`src/sv/atilt_pkg.sv`:
```
// ----------------------------------------------------------------------------
// atilt_pkg
// shared widths, constants and the arctangent table for the tilt angle block
// ----------------------------------------------------------------------------
package atilt_pkg;

    localparam int SAMPLE_BITS  = 13;
    localparam int SUM_W        = SAMPLE_BITS + 8;
    localparam int MAG_W        = SUM_W - 1;
    localparam int COUNT_W      = 8;
    localparam int ANGLE_W      = 15;
    localparam int SQ_W         = 2 * SAMPLE_BITS - 1;
    localparam int DSQ_W        = SQ_W + 1;
    localparam int RAD_W        = DSQ_W + 30;
    localparam int ROOT_W       = RAD_W / 2;
    localparam int CORD_W       = 32;
    localparam int CORD_STEPS   = 20;
    localparam int QUARTER_TURN = 9000;
    localparam int COUNT_RESET  = 10;

    localparam logic [2:0] REG_AVG_COUNT = 3'd0;

    // arctangent of 2^-i in 0.01 degree units scaled by 2^16
    function automatic logic signed [CORD_W-1:0] atan_entry(input logic [4:0] i);
        logic signed [CORD_W-1:0] v;
        begin
            case (i)
                5'd0:    v = 32'sd294912000;
                5'd1:    v = 32'sd174096719;
                5'd2:    v = 32'sd91987925;
                5'd3:    v = 32'sd46694507;
                5'd4:    v = 32'sd23437865;
                5'd5:    v = 32'sd11730358;
                5'd6:    v = 32'sd5866610;
                5'd7:    v = 32'sd2933484;
                5'd8:    v = 32'sd1466764;
                5'd9:    v = 32'sd733385;
                5'd10:   v = 32'sd366693;
                5'd11:   v = 32'sd183346;
                5'd12:   v = 32'sd91673;
                5'd13:   v = 32'sd45837;
                5'd14:   v = 32'sd22918;
                5'd15:   v = 32'sd11459;
                5'd16:   v = 32'sd5730;
                5'd17:   v = 32'sd2865;
                5'd18:   v = 32'sd1432;
                5'd19:   v = 32'sd716;
                default: v = '0;
            endcase
            return v;
        end
    endfunction

    // arithmetic shift right that rounds toward zero
    function automatic logic signed [CORD_W-1:0] shr_trunc(
        input logic signed [CORD_W-1:0] v,
        input logic [4:0]               k
    );
        logic [CORD_W-1:0] m;
        begin
            m = v[CORD_W-1] ? (~v + 1'b1) : v;
            m = m >> k;
            return v[CORD_W-1] ? signed'(~m + 1'b1) : signed'(m);
        end
    endfunction

endpackage

```
`src/sv/atilt_sample_if.sv`:
```
// ----------------------------------------------------------------------------
// atilt_sample_if
// input channel: one three-axis sample per item
// ----------------------------------------------------------------------------
interface atilt_sample_if
    import atilt_pkg::*;
();
    logic                          valid;
    logic                          ready;
    logic signed [SAMPLE_BITS-1:0] sample_x;
    logic signed [SAMPLE_BITS-1:0] sample_y;
    logic signed [SAMPLE_BITS-1:0] sample_z;

    modport source (output valid, sample_x, sample_y, sample_z, input ready);
    modport sink   (input valid, sample_x, sample_y, sample_z, output ready);
endinterface

```
`src/sv/atilt_result_if.sv`:
```
// ----------------------------------------------------------------------------
// atilt_result_if
// output channel: averages and tilt angles
// ----------------------------------------------------------------------------
interface atilt_result_if
    import atilt_pkg::*;
();
    logic                          valid;
    logic                          ready;
    logic signed [SAMPLE_BITS-1:0] avg_x;
    logic signed [SAMPLE_BITS-1:0] avg_y;
    logic signed [SAMPLE_BITS-1:0] avg_z;
    logic signed [ANGLE_W-1:0]     pitch_angle;
    logic signed [ANGLE_W-1:0]     roll_angle;

    modport source (output valid, avg_x, avg_y, avg_z, pitch_angle, roll_angle,
                    input ready);
    modport sink   (input valid, avg_x, avg_y, avg_z, pitch_angle, roll_angle,
                    output ready);
endinterface

```
`src/sv/averaged_tilt_angle.sv`:
```
// ----------------------------------------------------------------------------
// averaged_tilt_angle
// averages three-axis samples and reports pitch and roll in 0.01 degree
// ----------------------------------------------------------------------------
//  channel      direction  handshake        payload
//  sample_in    in         valid / ready    sample_x, sample_y, sample_z
//  result_out   out        valid / ready    avg_x, avg_y, avg_z, pitch, roll
//  apb          in         psel / penable   avg_count at byte address 0
//
//  a sample that does not close a batch is only added to the sums
//  a closing sample goes through the serial divider once per axis,
//  then twice through the shared angle unit (28 root steps, 20 cordic steps)
//  the result sits in an output register; the next sample is taken while it waits
//  reset clears the sums and sample count and sets avg_count to 10
// ----------------------------------------------------------------------------
module averaged_tilt_angle
    import atilt_pkg::*;
(
    input  logic                  clk,
    input  logic                  rst_n,
    atilt_sample_if.sink          sample_in,
    atilt_result_if.source        result_out,
    input  logic                  psel,
    input  logic                  penable,
    input  logic                  pwrite,
    input  logic [2:0]            paddr,
    input  logic [31:0]           pwdata,
    output logic [31:0]           prdata,
    output logic                  pready
);

    localparam logic [2:0] ST_IDLE       = 3'd0;
    localparam logic [2:0] ST_DIV_GO     = 3'd1;
    localparam logic [2:0] ST_DIV_WAIT   = 3'd2;
    localparam logic [2:0] ST_PITCH_GO   = 3'd3;
    localparam logic [2:0] ST_PITCH_WAIT = 3'd4;
    localparam logic [2:0] ST_ROLL_GO    = 3'd5;
    localparam logic [2:0] ST_ROLL_WAIT  = 3'd6;
    localparam logic [2:0] ST_OUT        = 3'd7;

    logic [2:0]                    state_reg, state_next;
    logic [1:0]                    axis_reg, axis_next;
    logic [COUNT_W-1:0]            count_reg, count_next;
    logic [COUNT_W-1:0]            taken_reg, taken_next;
    logic signed [SUM_W-1:0]       sum_x_reg, sum_x_next;
    logic signed [SUM_W-1:0]       sum_y_reg, sum_y_next;
    logic signed [SUM_W-1:0]       sum_z_reg, sum_z_next;
    logic signed [SAMPLE_BITS-1:0] ax_reg, ax_next;
    logic signed [SAMPLE_BITS-1:0] ay_reg, ay_next;
    logic signed [SAMPLE_BITS-1:0] az_reg, az_next;
    logic signed [ANGLE_W-1:0]     pitch_reg, pitch_next;
    logic                          out_valid_reg, out_valid_next;
    logic signed [SAMPLE_BITS-1:0] o_ax_reg, o_ay_reg, o_az_reg;
    logic signed [ANGLE_W-1:0]     o_pitch_reg, o_roll_reg;

    logic                          cfg_wr;
    logic                          take;
    logic                          load_out;
    logic [COUNT_W-1:0]            count_eff;
    logic [COUNT_W-1:0]            taken_inc;
    logic signed [SUM_W-1:0]       div_in;
    logic                          div_start, div_done;
    logic signed [SAMPLE_BITS-1:0] div_q;
    logic                          ang_start, ang_done;
    logic signed [SAMPLE_BITS-1:0] ang_num, ang_a, ang_b;
    logic signed [ANGLE_W-1:0]     ang_out;

    // register port: one register, writes restart the batch
    assign pready = 1'b1;
    assign cfg_wr = psel && penable && pwrite && pready && (paddr[2] == REG_AVG_COUNT[2]);
    assign prdata = (paddr[2] == REG_AVG_COUNT[2]) ? {24'b0, count_reg} : 32'b0;

    // a count of zero behaves as one
    assign count_eff = (count_reg == '0) ? COUNT_W'(1) : count_reg;
    assign taken_inc = taken_reg + COUNT_W'(1);

    assign sample_in.ready = (state_reg == ST_IDLE);
    assign take            = sample_in.valid && sample_in.ready;
    assign load_out        = (state_reg == ST_OUT) && (!out_valid_reg || result_out.ready);

    // divider works through the three sums, one axis per pass
    always_comb
    begin
        case (axis_reg)
            2'd0:    div_in = sum_x_reg;
            2'd1:    div_in = sum_y_reg;
            default: div_in = sum_z_reg;
        endcase
    end
    assign div_start = (state_reg == ST_DIV_GO);

    // pitch: x over yz plane, roll: y over xz plane
    assign ang_start = (state_reg == ST_PITCH_GO) || (state_reg == ST_ROLL_GO);
    assign ang_num   = (state_reg == ST_ROLL_GO) ? ay_reg : ax_reg;
    assign ang_a     = (state_reg == ST_ROLL_GO) ? ax_reg : ay_reg;
    assign ang_b     = az_reg;

    atilt_div u_div (
        .clk      (clk),
        .rst_n    (rst_n),
        .start    (div_start),
        .dividend (div_in),
        .divisor  (count_eff),
        .done     (div_done),
        .quotient (div_q)
    );

    atilt_angle u_angle (
        .clk   (clk),
        .rst_n (rst_n),
        .start (ang_start),
        .num   (ang_num),
        .den_a (ang_a),
        .den_b (ang_b),
        .done  (ang_done),
        .angle (ang_out)
    );

    always_comb
    begin
        state_next     = state_reg;
        axis_next      = axis_reg;
        count_next     = count_reg;
        taken_next     = taken_reg;
        sum_x_next     = sum_x_reg;
        sum_y_next     = sum_y_reg;
        sum_z_next     = sum_z_reg;
        ax_next        = ax_reg;
        ay_next        = ay_reg;
        az_next        = az_reg;
        pitch_next     = pitch_reg;
        out_valid_next = out_valid_reg && !result_out.ready;
        case (state_reg)
            ST_IDLE:
            begin
                if (take)
                begin
                    sum_x_next = sum_x_reg + SUM_W'(sample_in.sample_x);
                    sum_y_next = sum_y_reg + SUM_W'(sample_in.sample_y);
                    sum_z_next = sum_z_reg + SUM_W'(sample_in.sample_z);
                    taken_next = taken_inc;
                    if (taken_inc >= count_eff)
                    begin
                        axis_next  = 2'd0;
                        state_next = ST_DIV_GO;
                    end
                end
            end
            ST_DIV_GO:
                state_next = ST_DIV_WAIT;
            ST_DIV_WAIT:
            begin
                if (div_done)
                begin
                    case (axis_reg)
                        2'd0:    ax_next = div_q;
                        2'd1:    ay_next = div_q;
                        default: az_next = div_q;
                    endcase
                    if (axis_reg == 2'd2)
                        state_next = ST_PITCH_GO;
                    else
                    begin
                        axis_next  = axis_reg + 2'd1;
                        state_next = ST_DIV_GO;
                    end
                end
            end
            ST_PITCH_GO:
                state_next = ST_PITCH_WAIT;
            ST_PITCH_WAIT:
            begin
                if (ang_done)
                begin
                    pitch_next = ang_out;
                    state_next = ST_ROLL_GO;
                end
            end
            ST_ROLL_GO:
                state_next = ST_ROLL_WAIT;
            ST_ROLL_WAIT:
            begin
                if (ang_done)
                    state_next = ST_OUT;
            end
            ST_OUT:
            begin
                if (load_out)
                begin
                    out_valid_next = 1'b1;
                    sum_x_next     = '0;
                    sum_y_next     = '0;
                    sum_z_next     = '0;
                    taken_next     = '0;
                    state_next     = ST_IDLE;
                end
            end
            default:
                state_next = ST_IDLE;
        endcase
        if (cfg_wr)
        begin
            count_next = pwdata[COUNT_W-1:0];
            sum_x_next = '0;
            sum_y_next = '0;
            sum_z_next = '0;
            taken_next = '0;
        end
    end

    always_ff @(posedge clk or negedge rst_n)
    begin
        if (!rst_n)
        begin
            state_reg     <= ST_IDLE;
            axis_reg      <= 2'd0;
            count_reg     <= COUNT_W'(COUNT_RESET);
            taken_reg     <= '0;
            sum_x_reg     <= '0;
            sum_y_reg     <= '0;
            sum_z_reg     <= '0;
            out_valid_reg <= 1'b0;
        end
        else
        begin
            state_reg     <= state_next;
            axis_reg      <= axis_next;
            count_reg     <= count_next;
            taken_reg     <= taken_next;
            sum_x_reg     <= sum_x_next;
            sum_y_reg     <= sum_y_next;
            sum_z_reg     <= sum_z_next;
            out_valid_reg <= out_valid_next;
        end
    end

    // averages, pitch and the output stage; roll is still held by the angle unit
    always_ff @(posedge clk)
    begin
        ax_reg    <= ax_next;
        ay_reg    <= ay_next;
        az_reg    <= az_next;
        pitch_reg <= pitch_next;
        if (load_out)
        begin
            o_ax_reg    <= ax_reg;
            o_ay_reg    <= ay_reg;
            o_az_reg    <= az_reg;
            o_pitch_reg <= pitch_reg;
            o_roll_reg  <= ang_out;
        end
    end

    assign result_out.valid       = out_valid_reg;
    assign result_out.avg_x       = o_ax_reg;
    assign result_out.avg_y       = o_ay_reg;
    assign result_out.avg_z       = o_az_reg;
    assign result_out.pitch_angle = o_pitch_reg;
    assign result_out.roll_angle  = o_roll_reg;

    // divider finishes only while the sequencer waits for it
    a_div_done: assert property (@(posedge clk) disable iff (!rst_n)
        div_done |-> state_reg == ST_DIV_WAIT)
        else $error("divider done outside its wait state");

    // a register write always restarts the batch
    a_cfg_clear: assert property (@(posedge clk) disable iff (!rst_n)
        cfg_wr |=> taken_reg == '0 && sum_x_reg == '0)
        else $error("batch not cleared by register write");

    // angles stay within a quarter turn
    a_angle_range: assert property (@(posedge clk) disable iff (!rst_n)
        $rose(out_valid_reg) |-> (o_pitch_reg <= 15'sd9000 && o_pitch_reg >= -15'sd9000
                                  && o_roll_reg <= 15'sd9000 && o_roll_reg >= -15'sd9000))
        else $error("angle out of range");

endmodule

```
`src/sv/atilt_div.sv`:
```
// ----------------------------------------------------------------------------
// atilt_div
// bit-serial restoring divider, signed sum by unsigned count, toward zero
// ----------------------------------------------------------------------------
module atilt_div
    import atilt_pkg::*;
(
    input  logic                          clk,
    input  logic                          rst_n,
    input  logic                          start,
    input  logic signed [SUM_W-1:0]       dividend,
    input  logic [COUNT_W-1:0]            divisor,
    output logic                          done,
    output logic signed [SAMPLE_BITS-1:0] quotient
);

    logic                 busy_reg, busy_next;
    logic                 done_reg, done_next;
    logic                 neg_reg, neg_next;
    logic [4:0]           iter_reg, iter_next;
    logic [MAG_W-1:0]     q_reg, q_next;
    logic [COUNT_W-1:0]   rem_reg, rem_next;
    logic [COUNT_W-1:0]   dvs_reg, dvs_next;
    logic [COUNT_W:0]     trial;
    logic [SUM_W-1:0]     mag;
    logic [SAMPLE_BITS-1:0] qn;

    assign mag   = dividend[SUM_W-1] ? (~dividend + 1'b1) : dividend;
    assign trial = {rem_reg, q_reg[MAG_W-1]};
    assign qn    = q_reg[SAMPLE_BITS-1:0];

    always_comb
    begin
        busy_next = busy_reg;
        done_next = 1'b0;
        neg_next  = neg_reg;
        iter_next = iter_reg;
        q_next    = q_reg;
        rem_next  = rem_reg;
        dvs_next  = dvs_reg;
        if (!busy_reg && start)
        begin
            busy_next = 1'b1;
            neg_next  = dividend[SUM_W-1];
            q_next    = mag[MAG_W-1:0];
            rem_next  = '0;
            iter_next = '0;
            dvs_next  = divisor;
        end
        else if (busy_reg)
        begin
            // one quotient bit per cycle
            if (trial >= {1'b0, dvs_reg})
            begin
                rem_next = COUNT_W'(trial - {1'b0, dvs_reg});
                q_next   = {q_reg[MAG_W-2:0], 1'b1};
            end
            else
            begin
                rem_next = trial[COUNT_W-1:0];
                q_next   = {q_reg[MAG_W-2:0], 1'b0};
            end
            iter_next = iter_reg + 5'd1;
            if (iter_reg == 5'(MAG_W - 1))
            begin
                busy_next = 1'b0;
                done_next = 1'b1;
            end
        end
    end

    always_ff @(posedge clk or negedge rst_n)
    begin
        if (!rst_n)
        begin
            busy_reg <= 1'b0;
            done_reg <= 1'b0;
        end
        else
        begin
            busy_reg <= busy_next;
            done_reg <= done_next;
        end
    end

    always_ff @(posedge clk)
    begin
        neg_reg  <= neg_next;
        iter_reg <= iter_next;
        q_reg    <= q_next;
        rem_reg  <= rem_next;
        dvs_reg  <= dvs_next;
    end

    assign done     = done_reg;
    assign quotient = neg_reg ? signed'(~qn + 1'b1) : signed'(qn);

endmodule

```
`src/sv/atilt_angle.sv`:
```
// ----------------------------------------------------------------------------
// atilt_angle
// atan(num / sqrt(a^2 + b^2)) by bit-serial square root and vectoring cordic
// ----------------------------------------------------------------------------
module atilt_angle
    import atilt_pkg::*;
(
    input  logic                          clk,
    input  logic                          rst_n,
    input  logic                          start,
    input  logic signed [SAMPLE_BITS-1:0] num,
    input  logic signed [SAMPLE_BITS-1:0] den_a,
    input  logic signed [SAMPLE_BITS-1:0] den_b,
    output logic                          done,
    output logic signed [ANGLE_W-1:0]     angle
);

    localparam logic [2:0] A_IDLE = 3'd0;
    localparam logic [2:0] A_SQ   = 3'd1;
    localparam logic [2:0] A_SUM  = 3'd2;
    localparam logic [2:0] A_SQRT = 3'd3;
    localparam logic [2:0] A_CORD = 3'd4;
    localparam logic [2:0] A_FIN  = 3'd5;

    localparam logic signed [CORD_W-1:0] CZ_MAX = CORD_W'(QUARTER_TURN * 65536);

    logic [2:0]                    state_reg, state_next;
    logic                          done_reg, done_next;
    logic signed [SAMPLE_BITS-1:0] num_reg, num_next;
    logic signed [SAMPLE_BITS-1:0] a_reg, a_next;
    logic signed [SAMPLE_BITS-1:0] b_reg, b_next;
    logic [SQ_W-1:0]               sqa_reg, sqa_next;
    logic [SQ_W-1:0]               sqb_reg, sqb_next;
    logic [RAD_W-1:0]              rad_reg, rad_next;
    logic [ROOT_W-1:0]             root_reg, root_next;
    logic [ROOT_W:0]               rem_reg, rem_next;
    logic [4:0]                    iter_reg, iter_next;
    logic signed [CORD_W-1:0]      cx_reg, cx_next;
    logic signed [CORD_W-1:0]      cy_reg, cy_next;
    logic signed [CORD_W-1:0]      cz_reg, cz_next;
    logic signed [ANGLE_W-1:0]     angle_reg, angle_next;

    logic signed [2*SAMPLE_BITS-1:0] prod_a, prod_b;
    logic [DSQ_W-1:0]              dsq;
    logic [ROOT_W+2:0]             rem_sh, trial;
    logic [SAMPLE_BITS-1:0]        num_mag;
    logic signed [CORD_W-1:0]      sx, sy, cz_clamp, cz_round;
    logic [ANGLE_W-1:0]            ang_mag;

    assign prod_a  = a_reg * a_reg;
    assign prod_b  = b_reg * b_reg;
    assign dsq     = {1'b0, sqa_reg} + {1'b0, sqb_reg};
    assign rem_sh  = {rem_reg, rad_reg[RAD_W-1 -: 2]};
    assign trial   = {1'b0, root_reg, 2'b01};
    assign num_mag = num_reg[SAMPLE_BITS-1] ? (~num_reg + 1'b1) : num_reg;
    assign sx      = shr_trunc(cx_reg, iter_reg);
    assign sy      = shr_trunc(cy_reg, iter_reg);

    always_comb
    begin
        if (cz_reg < 0)
            cz_clamp = '0;
        else if (cz_reg > CZ_MAX)
            cz_clamp = CZ_MAX;
        else
            cz_clamp = cz_reg;
    end
    assign cz_round = (cz_clamp + CORD_W'(32768)) >>> 16;
    assign ang_mag  = cz_round[ANGLE_W-1:0];

    always_comb
    begin
        state_next = state_reg;
        done_next  = 1'b0;
        num_next   = num_reg;
        a_next     = a_reg;
        b_next     = b_reg;
        sqa_next   = sqa_reg;
        sqb_next   = sqb_reg;
        rad_next   = rad_reg;
        root_next  = root_reg;
        rem_next   = rem_reg;
        iter_next  = iter_reg;
        cx_next    = cx_reg;
        cy_next    = cy_reg;
        cz_next    = cz_reg;
        angle_next = angle_reg;
        case (state_reg)
            A_IDLE:
            begin
                if (start)
                begin
                    num_next   = num;
                    a_next     = den_a;
                    b_next     = den_b;
                    state_next = A_SQ;
                end
            end
            A_SQ:
            begin
                sqa_next   = prod_a[SQ_W-1:0];
                sqb_next   = prod_b[SQ_W-1:0];
                state_next = A_SUM;
            end
            A_SUM:
            begin
                if (dsq == '0)
                begin
                    // flat denominator: straight up, straight down or level
                    if (num_reg == '0)
                        angle_next = '0;
                    else if (num_reg[SAMPLE_BITS-1])
                        angle_next = -ANGLE_W'(QUARTER_TURN);
                    else
                        angle_next = ANGLE_W'(QUARTER_TURN);
                    done_next  = 1'b1;
                    state_next = A_IDLE;
                end
                else if (num_reg == '0)
                begin
                    angle_next = '0;
                    done_next  = 1'b1;
                    state_next = A_IDLE;
                end
                else
                begin
                    rad_next   = {dsq, 30'b0};
                    root_next  = '0;
                    rem_next   = '0;
                    iter_next  = '0;
                    state_next = A_SQRT;
                end
            end
            A_SQRT:
            begin
                // two radicand bits per cycle
                if (rem_sh >= trial)
                begin
                    rem_next  = (ROOT_W+1)'(rem_sh - trial);
                    root_next = {root_reg[ROOT_W-2:0], 1'b1};
                end
                else
                begin
                    rem_next  = rem_sh[ROOT_W:0];
                    root_next = {root_reg[ROOT_W-2:0], 1'b0};
                end
                rad_next  = {rad_reg[RAD_W-3:0], 2'b00};
                iter_next = iter_reg + 5'd1;
                if (iter_reg == 5'(ROOT_W - 1))
                begin
                    iter_next  = '0;
                    state_next = A_CORD;
                end
            end
            A_CORD:
            begin
                if (!cy_reg[CORD_W-1])
                begin
                    cx_next = cx_reg + sy;
                    cy_next = cy_reg - sx;
                    cz_next = cz_reg + atan_entry(iter_reg);
                end
                else
                begin
                    cx_next = cx_reg - sy;
                    cy_next = cy_reg + sx;
                    cz_next = cz_reg - atan_entry(iter_reg);
                end
                iter_next = iter_reg + 5'd1;
                if (iter_reg == 5'(CORD_STEPS - 1))
                    state_next = A_FIN;
            end
            A_FIN:
            begin
                angle_next = num_reg[SAMPLE_BITS-1] ? signed'(~ang_mag + 1'b1)
                                                    : signed'(ang_mag);
                done_next  = 1'b1;
                state_next = A_IDLE;
            end
            default:
                state_next = A_IDLE;
        endcase
        // load the cordic start vector as the root finishes
        if (state_reg == A_SQRT && iter_reg == 5'(ROOT_W - 1))
        begin
            cx_next = CORD_W'(root_next);
            cy_next = CORD_W'({num_mag, 15'b0});
            cz_next = '0;
        end
    end

    always_ff @(posedge clk or negedge rst_n)
    begin
        if (!rst_n)
        begin
            state_reg <= A_IDLE;
            done_reg  <= 1'b0;
        end
        else
        begin
            state_reg <= state_next;
            done_reg  <= done_next;
        end
    end

    always_ff @(posedge clk)
    begin
        num_reg   <= num_next;
        a_reg     <= a_next;
        b_reg     <= b_next;
        sqa_reg   <= sqa_next;
        sqb_reg   <= sqb_next;
        rad_reg   <= rad_next;
        root_reg  <= root_next;
        rem_reg   <= rem_next;
        iter_reg  <= iter_next;
        cx_reg    <= cx_next;
        cy_reg    <= cy_next;
        cz_reg    <= cz_next;
        angle_reg <= angle_next;
    end

    assign done  = done_reg;
    assign angle = angle_reg;

endmodule

```
`src/flat_wrapper.sv`:
```
// flat-port wrapper written by rule: the top's interface ports become plain ports
module averaged_tilt_angle_flat import atilt_pkg::*;
  (clk, rst_n, psel, penable, pwrite, paddr, pwdata, prdata, pready, sample_in_valid, sample_in_sample_x, sample_in_sample_y, sample_in_sample_z, sample_in_ready, result_out_valid, result_out_avg_x, result_out_avg_y, result_out_avg_z, result_out_pitch_angle, result_out_roll_angle, result_out_ready);
  atilt_sample_if sample_in_i ();
  atilt_result_if result_out_i ();
  input  logic clk;
  input  logic rst_n;
  input  logic psel;
  input  logic penable;
  input  logic pwrite;
  input  logic [2:0] paddr;
  input  logic [31:0] pwdata;
  output logic [31:0] prdata;
  output logic pready;
  input wire logic [$bits(sample_in_i.valid)-1:0] sample_in_valid;
  input wire logic [$bits(sample_in_i.sample_x)-1:0] sample_in_sample_x;
  input wire logic [$bits(sample_in_i.sample_y)-1:0] sample_in_sample_y;
  input wire logic [$bits(sample_in_i.sample_z)-1:0] sample_in_sample_z;
  output wire logic [$bits(sample_in_i.ready)-1:0] sample_in_ready;
  output wire logic [$bits(result_out_i.valid)-1:0] result_out_valid;
  output wire logic [$bits(result_out_i.avg_x)-1:0] result_out_avg_x;
  output wire logic [$bits(result_out_i.avg_y)-1:0] result_out_avg_y;
  output wire logic [$bits(result_out_i.avg_z)-1:0] result_out_avg_z;
  output wire logic [$bits(result_out_i.pitch_angle)-1:0] result_out_pitch_angle;
  output wire logic [$bits(result_out_i.roll_angle)-1:0] result_out_roll_angle;
  input wire logic [$bits(result_out_i.ready)-1:0] result_out_ready;
  assign sample_in_i.valid = sample_in_valid;
  assign sample_in_i.sample_x = sample_in_sample_x;
  assign sample_in_i.sample_y = sample_in_sample_y;
  assign sample_in_i.sample_z = sample_in_sample_z;
  assign sample_in_ready = sample_in_i.ready;
  assign result_out_valid = result_out_i.valid;
  assign result_out_avg_x = result_out_i.avg_x;
  assign result_out_avg_y = result_out_i.avg_y;
  assign result_out_avg_z = result_out_i.avg_z;
  assign result_out_pitch_angle = result_out_i.pitch_angle;
  assign result_out_roll_angle = result_out_i.roll_angle;
  assign result_out_i.ready = result_out_ready;
  averaged_tilt_angle u_core (.clk(clk), .rst_n(rst_n), .sample_in(sample_in_i), .result_out(result_out_i), .psel(psel), .penable(penable), .pwrite(pwrite), .paddr(paddr), .pwdata(pwdata), .prdata(prdata), .pready(pready));
endmodule
```
`config.mk`:
```
export PLATFORM = sky130hd
export DESIGN_NAME = averaged_tilt_angle_flat
export DESIGN_NICKNAME = d
export VERILOG_FILES = /design/src/sv/atilt_pkg.sv /design/src/sv/atilt_sample_if.sv /design/src/sv/atilt_result_if.sv /design/src/sv/averaged_tilt_angle.sv /design/src/sv/atilt_div.sv /design/src/sv/atilt_angle.sv /design/src/flat_wrapper.sv
export SDC_FILE = /design/constraint.sdc
export NUM_CORES = 2
export LEC_CHECK = 0
export BUFFER_PORTS_ARGS = -buffer_cell sky130_fd_sc_hd__clkbuf_2
export CORE_MARGIN = 1
export CORE_UTILIZATION = 50
export DETAILED_ROUTE_END_ITERATION = 12
export HOLD_SLACK_MARGIN = 0.03
export PLACE_DENSITY = 0.66
export REMOVE_ABC_BUFFERS = 1
export SLEW_MARGIN = 20
export SYNTH_ARGS = -nofsm -noshare
export SYNTH_HDL_FRONTEND = slang
export SYNTH_SLANG_ARGS = --single-unit
```
`constraint.sdc`:
```
create_clock -name clk -period 12.1 [get_ports clk]
set_clock_uncertainty 0.05 [all_clocks]
set_input_delay 3.63 -clock clk [delete_from_list [all_inputs] [get_ports clk]]
set_output_delay 3.63 -clock clk [all_outputs]
set_load 0.05 [all_outputs]
```
==> impl_metrics.prom <==
# TYPE chip_impl_metric gauge
chip_impl_info{name="critPathLaunch",value="u_core.u_angle.cx_reg[3]$_DFFE_PP_"} 1
chip_impl_metric{name="timing.max_slew.rel_slack",unit="%"} 25.06
chip_impl_metric{name="place_congestion",unit=""} 0.9820
chip_impl_metric{name="start_util",unit="%"} 50.45
chip_impl_metric{name="ys_ff_latch",unit=""} 571
chip_impl_metric{name="totalNegativeSetupSlack",unit="ns"} 0
chip_impl_metric{name="critPathMaxFanout",unit=""} 14
chip_impl_metric{name="design.portCount",unit=""} 185
chip_impl_info{name="synth_top_cell_by_area",value="sky130_fd_sc_hd__edfxtp_1"} 1
chip_impl_metric{name="floorplan.die.width",unit="um"} 330.9
chip_impl_metric{name="post_synth_instance_area",unit="um^2"} 54080
chip_impl_metric{name="synth.distinct_cells",unit=""} 103
chip_impl_metric{name="final_period_minus_worst_setup_slack",unit="ns"} 10.88
chip_impl_metric{name="synth-edff-count",unit=""} 355
chip_impl_metric{name="num-nets-final",unit=""} 6757
chip_impl_metric{name="core_area",unit="um^2"} 107200
chip_impl_info{name="timing.hold.worst.start",value="u_core.pitch_reg[4]$_DFFE_PP_"} 1
chip_impl_metric{name="average_cell_area_after_synthesis",unit="um^2"} 8.965
chip_impl_info{name="setup.worst_path.class",value="reg -> reg"} 1
chip_impl_metric{name="total_of_warnings_raised_by_yosys",unit=""} 0
chip_impl_info{name="critical_path.slowest_cell",value="sky130_fd_sc_hd__nor4_1"} 1
chip_impl_metric{name="synth_top_cell_area_share",unit="%"} 19.71
chip_impl_metric{name="grt_pass1_vias",unit=""} 43370
chip_impl_metric{name="worstPathArrival",unit="ns"} 11.43
chip_impl_metric{name="drt_pre_antenna_iters",unit=""} 6
chip_impl_metric{name="rows",unit=""} 120
chip_impl_info{name="min-delay-path-class",value="reg -> reg"} 1
chip_impl_info{name="root_buffer",value="sky130_fd_sc_hd__clkbuf_16"} 1
chip_impl_metric{name="clkSinkCount",unit=""} 571
chip_impl_metric{name="instances_no_fill",unit=""} 7462
chip_impl_metric{name="grt_use_met2",unit="%"} 43.88
chip_impl_metric{name="met3_usage",unit="%"} 4.677
chip_impl_info{name="post-synth-top-count-cell",value="sky130_fd_sc_hd__nand2_1"} 1
chip_impl_metric{name="flow.area_growth_from_synthesis",unit="%"} 7.723
chip_impl_info{name="top_usage_layer",value="met2"} 1
chip_impl_metric{name="report.final.hold_viol_count",unit=""} 0
chip_impl_metric{name="fillers",unit=""} 9731
chip_impl_metric{name="async_reset_ff_share",unit="%"} 15.94
chip_impl_metric{name="fmax",unit="MHz"} 91.87
chip_impl_metric{name="timing.final.setup_violations",unit=""} 0
chip_impl_metric{name="cts_setup_buffers",unit=""} 0
chip_impl_metric{name="global_route.usage.met1",unit="%"} 37.18
chip_impl_metric{name="syn_inst",unit=""} 6032
chip_impl_metric{name="placed_cells_incl_taps",unit=""} 7335
chip_impl_info{name="status",value="completed"} 1
chip_impl_metric{name="buffers_from_clock_root_to_sink_at_most",unit=""} 3
chip_impl_info{name="synth_area_leaders",value="sky130_fd_sc_hd__edfxtp_1 (20%), sky130_fd_sc_hd__fa_1 (11%), sky130_fd_sc_hd__ha_1 (8.9%), sky130_fd_sc_hd__dfxtp_1 (4.6%), sky130_fd_sc_hd__xnor2_1 (4.4%)"} 1
chip_impl_metric{name="post_cts_resized",unit=""} 0
chip_impl_metric{name="number_of_buffers_inserted_during_clock_tree_synthesis",unit=""} 69
chip_impl_metric{name="die_area",unit="um^2"} 109500
chip_impl_metric{name="postCtsHoldBufs",unit=""} 0
chip_impl_metric{name="slew_violations",unit=""} 0
chip_impl_metric{name="overflow",unit=""} 0
chip_impl_metric{name="insertion_delay",unit="ns"} 0.67
chip_impl_metric{name="grt_pass1_wl",unit="mm"} 238.1
chip_impl_info{name="crit_path_start_kind",value="flop"} 1
chip_impl_metric{name="finalWirelength",unit="mm"} 149.8
chip_impl_metric{name="finalCritPeriodShare",unit="%"} 89.96
chip_impl_metric{name="holdWs",unit="ns"} 0.3667
chip_impl_metric{name="worstPathRequired",unit="ns"} 12.64
chip_impl_metric{name="grt_max_degree",unit=""} 137
chip_impl_metric{name="grt_usage",unit="%"} 27.30
chip_impl_metric{name="ctsHtreeMaxLevel",unit=""} 3
chip_impl_metric{name="worst-path-buf-inv",unit=""} 1
chip_impl_metric{name="post_route_cells_drive_above_1_share",unit="%"} 8.368
chip_impl_info{name="grt_setup_unrepaired",value="no"} 1
chip_impl_metric{name="ant_nets",unit=""} 0
chip_impl_metric{name="route.vias.total",unit=""} 45180
chip_impl_metric{name="routedWlPerCell",unit="um"} 20.08
chip_impl_metric{name="max_slew.worst_pin.slew",unit="ns"} 1.120
chip_impl_metric{name="synth-seq-area-share",unit="%"} 28.55
chip_impl_info{name="kind_of_end_point_of_the_critical_path",value="flop"} 1
chip_impl_info{name="cts_tree",value="done"} 1
chip_impl_metric{name="drc",unit=""} 0
chip_impl_metric{name="antenna_cells_inserted",unit=""} 0
chip_impl_info{name="critPathTopFamily",value="compound AO/OA/AOI/OAI gates"} 1
chip_impl_metric{name="dp_hpwl",unit="mm"} 111.9
chip_impl_info{name="ys_dominant_reg_cell",value="sky130_fd_sc_hd__edfxtp_1"} 1
chip_impl_info{name="synthTopCellsByCount",value="sky130_fd_sc_hd__nand2_1 (604), sky130_fd_sc_hd__inv_1 (469), sky130_fd_sc_hd__nor2_1 (391)"} 1
chip_impl_metric{name="numPortBuffers",unit=""} 133
chip_impl_metric{name="drt_iter0_drc",unit=""} 3928
chip_impl_metric{name="postLayoutSetupSlackWorst",unit="ns"} 1.215
chip_impl_info{name="worst_r2r_startpoint",value="u_core.u_angle.cx_reg[3]$_DFFE_PP_"} 1
chip_impl_metric{name="worst_path_largest_cell_delay",unit="ns"} 1.00
chip_impl_metric{name="grt_antenna_before_repair",unit=""} 2
chip_impl_metric{name="routed_via_density",unit=""} 6.054
chip_impl_metric{name="number_of_violations_of_the_max_capacitance_limit",unit=""} 0
chip_impl_metric{name="cts.reportedPaths.clkPinSlew",unit="ns"} 0.07
chip_impl_metric{name="place_worst_setup_slack",unit="ns"} 1.583
chip_impl_metric{name="chipHeight",unit="um"} 330.9
cells in the final DEF (no fill, tap or decap), types with 144 or more instances in the layout:
cell type and count:
sky130_fd_sc_hd__xnor2_1 271, sky130_fd_sc_hd__ha_1 385, sky130_fd_sc_hd__inv_1 466, sky130_fd_sc_hd__a21oi_1 328
sky130_fd_sc_hd__nand3_1 144, sky130_fd_sc_hd__fa_1 287, sky130_fd_sc_hd__nor2_1 390, sky130_fd_sc_hd__edfxtp_1 355
sky130_fd_sc_hd__nand2_1 602, sky130_fd_sc_hd__o21ai_0 322, sky130_fd_sc_hd__xor2_1 144
cells by family (layout without fill, tap and decap cells):
kind of cell	count (synthesis)	in the layout	synth area share [%]
and+or+nand+nor	1934	1934	17.75
AOI/OAI and AO/OA	1479	1479	18.30
buffers and inverters	804	808	5.816
adders and majority gates	672	672	19.53
DFF	571	571	28.55
xor gates and xnor gates	417	417	6.804
muxes	153	153	3.228
other	2	25	0.01389
routing by layer:
metal / routed length, um / share of wire, % / up-vias
met5: 13 / 0.0087 / -
met4: 4696 / 3.1 / 2
met1: 65500 / 44 / 21790
met2: 68630 / 46 / 1557
li1: - / - / 21560
met3: 10950 / 7.3 / 272
path summary, 6_finish.rpt:
check / cells after the start / end / slack (ns)
setup reg to reg: 27 / u_core.u_angle.cy_reg[31]$_SDFFE_PP0P_ / 1.22
setup / recovery: 27 / u_core.u_angle.cy_reg[31]$_SDFFE_PP0P_ / 1.22
max in group asynchronous: 2 / u_core.count_reg[4]$_DFFE_PN0P_ / 7.94
hold reg to reg: 0 / u_core.result_out.pitch_angle[4]$_DFFE_PP_ / 0.37
min in group asynchronous: 1 / u_core.sum_x_reg[11]$_DFFE_PN0P_ / 2.87
hold / removal: 0 / u_core.result_out.pitch_angle[4]$_DFFE_PP_ / 0.37
area by class of cell:
class / instances / area (um^2) / area share [%]
clock buffers: 89 / 1892 / 3.247
multi-input cells: 4680 / 35680 / 61.24
well taps: 1403 / 1755 / 3.013
flip-flops and latches: 571 / 15450 / 26.52
clock inverters: 37 / 442.9 / 0.7603
repair buffers: 211 / 1274 / 2.186
inverters: 471 / 1768 / 3.035
worst register-to-register path, delay by kind of cell (launching register included):
| family | cells | cell delay (ns) |
|---|---|---|
| compound gates | 17 | 5.88 |
| simple gates | 6 | 2.98 |
| fa+ha+maj | 1 | 0.33 |
| buf+inv | 1 | 0.21 |
| flops | 1 | 0.51 |
| xor+xnor | 2 | 0.86 |
stage by stage:
step / area [um^2] / util (%)
floorplan: 52790 / -
global placement: 55890 / 52.13
detailed placement: 55890 / 52.14
CTS: 58230 / 54.32
global route: 58260 / 54.34
finish: 58260 / 54.34
Power is left out: the tool's default activity adds up to more than one toggle a clock period on the data nets, which glitch-free logic cannot reach.
